`config.mk`:
```
export PLATFORM = sky130hd
export DESIGN_NAME = lppr_ram
export DESIGN_NICKNAME = d
export VERILOG_FILES = /design/src/rtl/lppr_ram.sv
export SDC_FILE = /design/constraint.sdc
export NUM_CORES = 1
export LEC_CHECK = 0
export ABC_AREA = 0
export BUFFER_PORTS_ARGS = -buffer_cell sky130_fd_sc_hd__buf_2
export CAP_MARGIN = 25
export CORE_AREA = 4 4 128 130
export CTS_BUF_LIST = sky130_fd_sc_hd__clkbuf_2 sky130_fd_sc_hd__clkbuf_4 sky130_fd_sc_hd__clkbuf_8
export CTS_CLUSTER_DIAMETER = 120
export DETAILED_ROUTE_END_ITERATION = 6
export DIE_AREA = 0 0 132 134
export HOLD_SLACK_MARGIN = 0.05
export PLACE_DENSITY = 0.56
export SKIP_CTS_REPAIR_TIMING = 1
export SLEW_MARGIN = 20
export SYNTH_ARGS = -nofsm -noshare
export SYNTH_HDL_FRONTEND = slang
export SYNTH_SLANG_ARGS = --single-unit
```
`constraint.sdc`:
```
create_clock -name clk -period 1.8 [get_ports clk]
set_clock_uncertainty 0.2 [all_clocks]
set_input_delay 0.27 -clock clk [delete_from_list [all_inputs] [get_ports clk]]
set_output_delay 0.27 -clock clk [all_outputs]
set_load 0.01 [all_outputs]
```
`src/rtl/lppr_ram.sv`:
```
// lppr_ram: generic simple dual-port ram, one write and one registered read port
// no dependencies
module lppr_ram #(
  parameter int WIDTH = 8,
  parameter int DEPTH = 16,
  localparam int AW = (DEPTH > 1) ? $clog2(DEPTH) : 1
) (
  input  logic             clk,
  input  logic             we,
  input  logic [AW-1:0]    waddr,
  input  logic [WIDTH-1:0] wdata,
  input  logic             re,
  input  logic [AW-1:0]    raddr,
  output logic [WIDTH-1:0] rdata
);

  logic [WIDTH-1:0] mem [DEPTH];

  always_ff @(posedge clk) begin
    if (we) begin
      mem[waddr] <= wdata;
    end
    if (re) begin
      rdata <= mem[raddr];
    end
  end

endmodule

```
==> impl_metrics.ini, run 1 <==
[cells_and_area]
nNetsFinal = 316
final_cells = 496
mostFrequentLayoutCells = edfxtp_1 (136), buf_2 (26), buf_4 (21), mux4_2 (18), clkbuf_8 (17)
fin_area_sq_um = 6180
area_growth_pct = 18.2
antenna_cells = 0
nFillCells = 1345
final_common_cell = edfxtp_1
postLayoutCoreUtil_pct = 40.8
drive_gt1_share_pct = 30.8

[setup_path]
cp-startpoint = mem[3][7]
end_kind = flip-flop
cp-start-kind = flip-flop
required_ns = 1.75
r2r_slack_ns = 0.09
r2r-start = mem[3][7]
crit-reg2reg-capture = rdata[7]
reg2reg_depth = 3
critPathMaxFanout = 1
crit_type = flip-flop to flip-flop
cp.arrival_ns = 1.65

[clock_tree]
cts-buffers-inserted = 17
cts_tree = yes
clock_latency_ns = 0.43
clkSinkCount = 136
clkTransAtPathRegs_ns = 0.07
cts_htree_levels = 4
cts.path.max_buffers = 2
root_buffer = clkbuf_8

[logic_synthesis]
synth-xor-area-share_pct = 0
syn_inst = 229
syn_avg_cell_area_sq_um = 22.8
synth_fa_ha_area_share_pct = 0
yosys_register_bits = 136
synth_area_sq_um = 5230
syn_nets = 248
yosysSeqAreaShare_pct = 78.1
yosys_warnings = 0
synth_cell_type_count = 18
synth_mux_area_share_pct = 14.8
synth-compound-area-share_pct = 2.30
synth_top_family_by_area = multiplexers
synth-simple-area-share_pct = 3.14

[die]
core_sq_um = 15100
die_area_sq_um = 17700
die_h_microns = 134
start_util_pct = 34.5
die_w_microns = 132
rows = 45
num_io_pins = 27

[detailed_routing]
via_per_inst = 5.03
wl_per_cell_microns = 20.9
vias = 2497
first_pass_iters = 4
drt_iter0_markers = 156
postRouteAntennaNets = 0
drc = 0
wl_mm = 10.4

[grt]
grt_pass1_vias = 2636
overflow = 0
grt_use_total_pct = 12.5
antenna_found_initial = 0
grt_pass1_wl_mm = 15.9
grt_max_degree = 24

[power]
ir_worst_vdd_mv = 0.472
p_leak_nw = 2.07
total_power_mw = 6.24
power-per-cell-area_nw_per_um2 = 1010

[flow_run]
maxCapViolCount = 0

[placement]
dp_hpwl_mm = 6.73
dp.cells = 457
gp_congestion = 0.714
io_buffers = 26
pre_cts_slack_ns = -0.252
dpl-instance-area_sq_um = 5730

[hold_path]
hold_end = mem[8][5]
hold_start = waddr[1]
holdCritPathClass = primary input to flip-flop
worstHoldPathCells = 3

[sta]
slew_viol_final = 0
period_share_pct = 94.9
setup_viol = 0
finalSetupTns_ns = 0
fin_ws_ns = 0.0920
slew_headroom_pct = 43.5
hold_ws_ns = 0.205
rsz0062_at_grt = no
final.min_clock_period_ns = 1.71
tightestPinTransition_ns = 0.845
hold_viol = 0
max_freq_mhz = 585

[outcome]
status = completed
-- state kept, by name, summed over array words and instances (netlist names) --
name	count
mem	128
rdata	8
-- cell type report --
cell class / count / area, sq um / area share [%]
flip-flops and latches: 136 / 4080 / 66.1
multi-input cells: 83 / 1060 / 17.2
repair buffers: 59 / 438 / 7.09
clock buffers: 23 / 279 / 4.52
well taps: 188 / 235 / 3.81
clock inverters: 7 / 78.8 / 1.28
-- report_power, final --
| group | internal [mW] | switching, mW | leakage, nW | total (mW) |
|---|---|---|---|---|
| Combinational | 0.162 | 0.199 | 0.650 | 0.362 |
| Sequential | 3.57 | 0.0184 | 1.24 | 3.58 |
| Clock | 1.28 | 1.01 | 0.186 | 2.29 |
| Total | 5.01 | 1.23 | 2.07 | 6.24 |
-- worst max-delay path: stages (launching register included) --
cell and delay [ns]:
edfxtp_1 0.36, mux4_2 0.46, a22oi_1 0.24, nand2_1 0.16
-- Yosys cell counts, drive strengths merged --
library cell	n	area, sq um
edfxtp	136	4080
mux4	32	773
a22oi	16	120
nor2	13	48.8
nand2	9	33.8
buf	7	56.3
nor3	4	20.0
clkdlybuf4s25	3	30.0
nand2b	2	12.5
nand3b	2	15.0
and2	1	6.26
and2b	1	7.51
nand3	1	5.00
nor2b	1	6.26
or3b	1	8.76
-- kinds of logic (layout without fill, tap and decap cells) --
| kind of cell | count (synthesis) | after routing |
|---|---|---|
| DFF | 136 | 136 |
| muxes | 32 | 32 |
| and+or+nand+nor | 35 | 35 |
| buffers and inverters | 10 | 89 |
| AOI/OAI and AO/OA | 16 | 16 |
-- how the worst max path moves through the flow --
stage | endpoint | slack (ns) | cells past startpoint
floorplan | rdata[1] | 0.05 | 5
global placement | rdata[1] | -0.26 | 5
detailed placement | rdata[1] | -0.25 | 5
CTS | rdata[4] | 0.06 | 3
global route | rdata[4] | 0.05 | 3
finish | rdata[7] | 0.09 | 3
-- metal layers --
layer	track usage [%]	vias up	share of wire (%)
li1	-	1110	-
met1	16.5	1305	45
met2	19.1	71	48
met3	4.99	11	6.0
met4	4.38	0	1.3
met5	0	-	0
(Power assumes the default switching activity.)
==> run 2: changes to the inputs <==
Settings changed: ABC_AREA 0 to 1, CORE_AREA 4 4 128 130 to 4 4 135 137, DIE_AREA 0 0 132 134 to 0 0 139 141, PLACE_DENSITY 0.56 to 0.62.
==> impl_metrics.ini, run 2 <==
[detailed_routing]
postRouteAntennaNets = 0
vias = 3866
drc = 0
drt_iter0_markers = 287
wl_mm = 13.2
first_pass_iters = 5
wl_per_cell_microns = 15.8
via_per_inst = 4.61

[cells_and_area]
max_flop_register = mem
largest_reg_flops = 128
nFillCells = 1682
area_growth_pct = 15.1
drive_gt1_share_pct = 13.4
final_cells = 838
register_area_sq_um = 4080
top_regs = mem: 128 flops, rdata: 8 flops
nNetsFinal = 619
fin_area_sq_um = 6730
final_common_cell = nand2_1
multiInputGateArea_sq_um = 1210
mostFrequentLayoutCells = nand2_1 (173), edfxtp_1 (136), inv_1 (100), nand3_1 (97), buf_2 (26)
antenna_cells = 0

[hold_path]
holdCritPathClass = primary input to flip-flop

[sta]
period_share_pct = 83.8
slew_viol_final = 0
final.min_clock_period_ns = 1.51
max_freq_mhz = 663
rsz0062_at_grt = no
hold_viol = 0
tightestPinTransition_ns = 0.575
setup_viol = 0
slew_headroom_pct = 61.6
finalSetupTns_ns = 0

[grt]
antenna_found_initial = 0
overflow = 0
grt_max_degree = 34
grt_pass1_vias = 3729
grt_use_total_pct = 14.0
grt_pass1_wl_mm = 21.0

[logic_synthesis]
synth_area_sq_um = 5850
yosysTopAreaCell = edfxtp_1
synth_edf_count = 136
synth_cell_type_count = 11
yosysSeqAreaShare_pct = 69.8
syn_inst = 551
yosys.area.top_type_share_pct = 69.8
synth_common_cells = nand2_1 (173), edfxtp_1 (136), inv_1 (100), nand3_1 (97), nor2_1 (17)
yosys_register_bits = 136
syn_avg_cell_area_sq_um = 10.6
async_flop_share_pct = 0
yosys-top-cells-area = edfxtp_1 (70%), nand2_1 (11%), nand3_1 (8.3%), inv_1 (6.4%), buf_6 (1.2%)
synthFlopType = edfxtp_1
syn_nets = 570
synth_most_common_cell = nand2_1
yosys_warnings = 0

[clock_tree]
cts_tree = yes
clkSinkCount = 136
root_buffer = clkbuf_8
cts_htree_levels = 4
clock_latency_ns = 0.43
cts-buffers-inserted = 17
cts.path.max_buffers = 2
clkTransAtPathRegs_ns = 0.07

[power]
total_power_mw = 6.41
p_leak_nw = 2.87
power-per-cell-area_nw_per_um2 = 953
ir_worst_vdd_mv = 0.337

[die]
die_area_sq_um = 19600
num_io_pins = 27
die_h_microns = 141
die_w_microns = 139
rows = 48
start_util_pct = 34.3
core_sq_um = 17100

[placement]
gp_congestion = 0.795
io_buffers = 26
dp_hpwl_mm = 8.65
dpl-instance-area_sq_um = 6310
dp.cells = 802

[setup_path]
required_ns = 1.33
crit_family = flip-flops
path_buf_inv = 1
cp_slowest_cell = edfxtp_1
slowest_delay_ns = 0.43
crit_type = flip-flop to output pin
cp.arrival_ns = 1.04
end_kind = output pin
path_cells = buf_2
critPathMaxFanout = 1
cp-start-kind = flip-flop

[flow_run]
maxCapViolCount = 0

[outcome]
status = completed
run 2: changes by cell type after synthesis, sizes merged, moves of 4 or more:
| cell | delta |
|---|---|
| mux4 | -32 |
| nand2 | +164 |
| nor2 | +4 |
| a22oi | -16 |
| nor3 | -4 |
| inv | +102 |
| buf | +17 |
| nand3 | +96 |
run 2: area by class of cell:
cell class | instances | share of cell area (%)
Inverter | 102 | 5.69
Tap cell | 225 | 4.18
Clock buffer | 19 | 3.70
Clock inverter | 13 | 1.95
Sequential cell | 136 | 60.7
Multi-Input combinational cell | 289 | 18.0
Timing Repair Buffer | 54 | 5.76
run 2: path summary, 6_finish.rpt:
path	cells past startpoint	startpoint	slack, ns	end
worst max-delay path	1	rdata[0]	0.29	rdata[0]
worst min-delay path	1	wdata[6]	0.07	mem[12][6]
worst max register to register	6	mem[8][1]	0.43	rdata[1]
worst min register to register	6	mem[6][7]	0.54	rdata[7]
run 2: cells by family (layout without fill, tap and decap cells):
logic type	Yosys count	count (layout)	synth area share, %
simple gates	289	289	20.8
buf+inv	126	188	9.39
flops	136	136	69.8
run 2: metal layers:
layer / track usage [%] / part of all wire (%) / vias to the layer above
met1: 19.5 / 48 / 1857
met5: 0 / 0 / -
met4: 4.43 / 1.6 / 0
met3: 3.60 / 5.1 / 14
met2: 21.5 / 46 / 122
li1: - / - / 1873
run 2: where the power goes:
part           total [mW]  internal, mW  switching [mW]
clock network        2.38          1.25            1.13
registers            3.59          3.56          0.0241
logic               0.446         0.139           0.307
total                6.41          4.95            1.46
run 2: metrics by stage:
| step | hold WS [ns] | setup slack (ns) | util [%] |
|---|---|---|---|
| global placement | 0.433 | 0.0817 | 37.0 |
| finish | 0.0742 | 0.292 | 39.5 |
| detailed placement | 0.440 | 0.0903 | 37.0 |
| CTS | -0.0258 | 0.259 | 39.2 |
| global route | 0.0524 | 0.238 | 39.5 |
| floorplan | 0.169 | 0.379 | - |
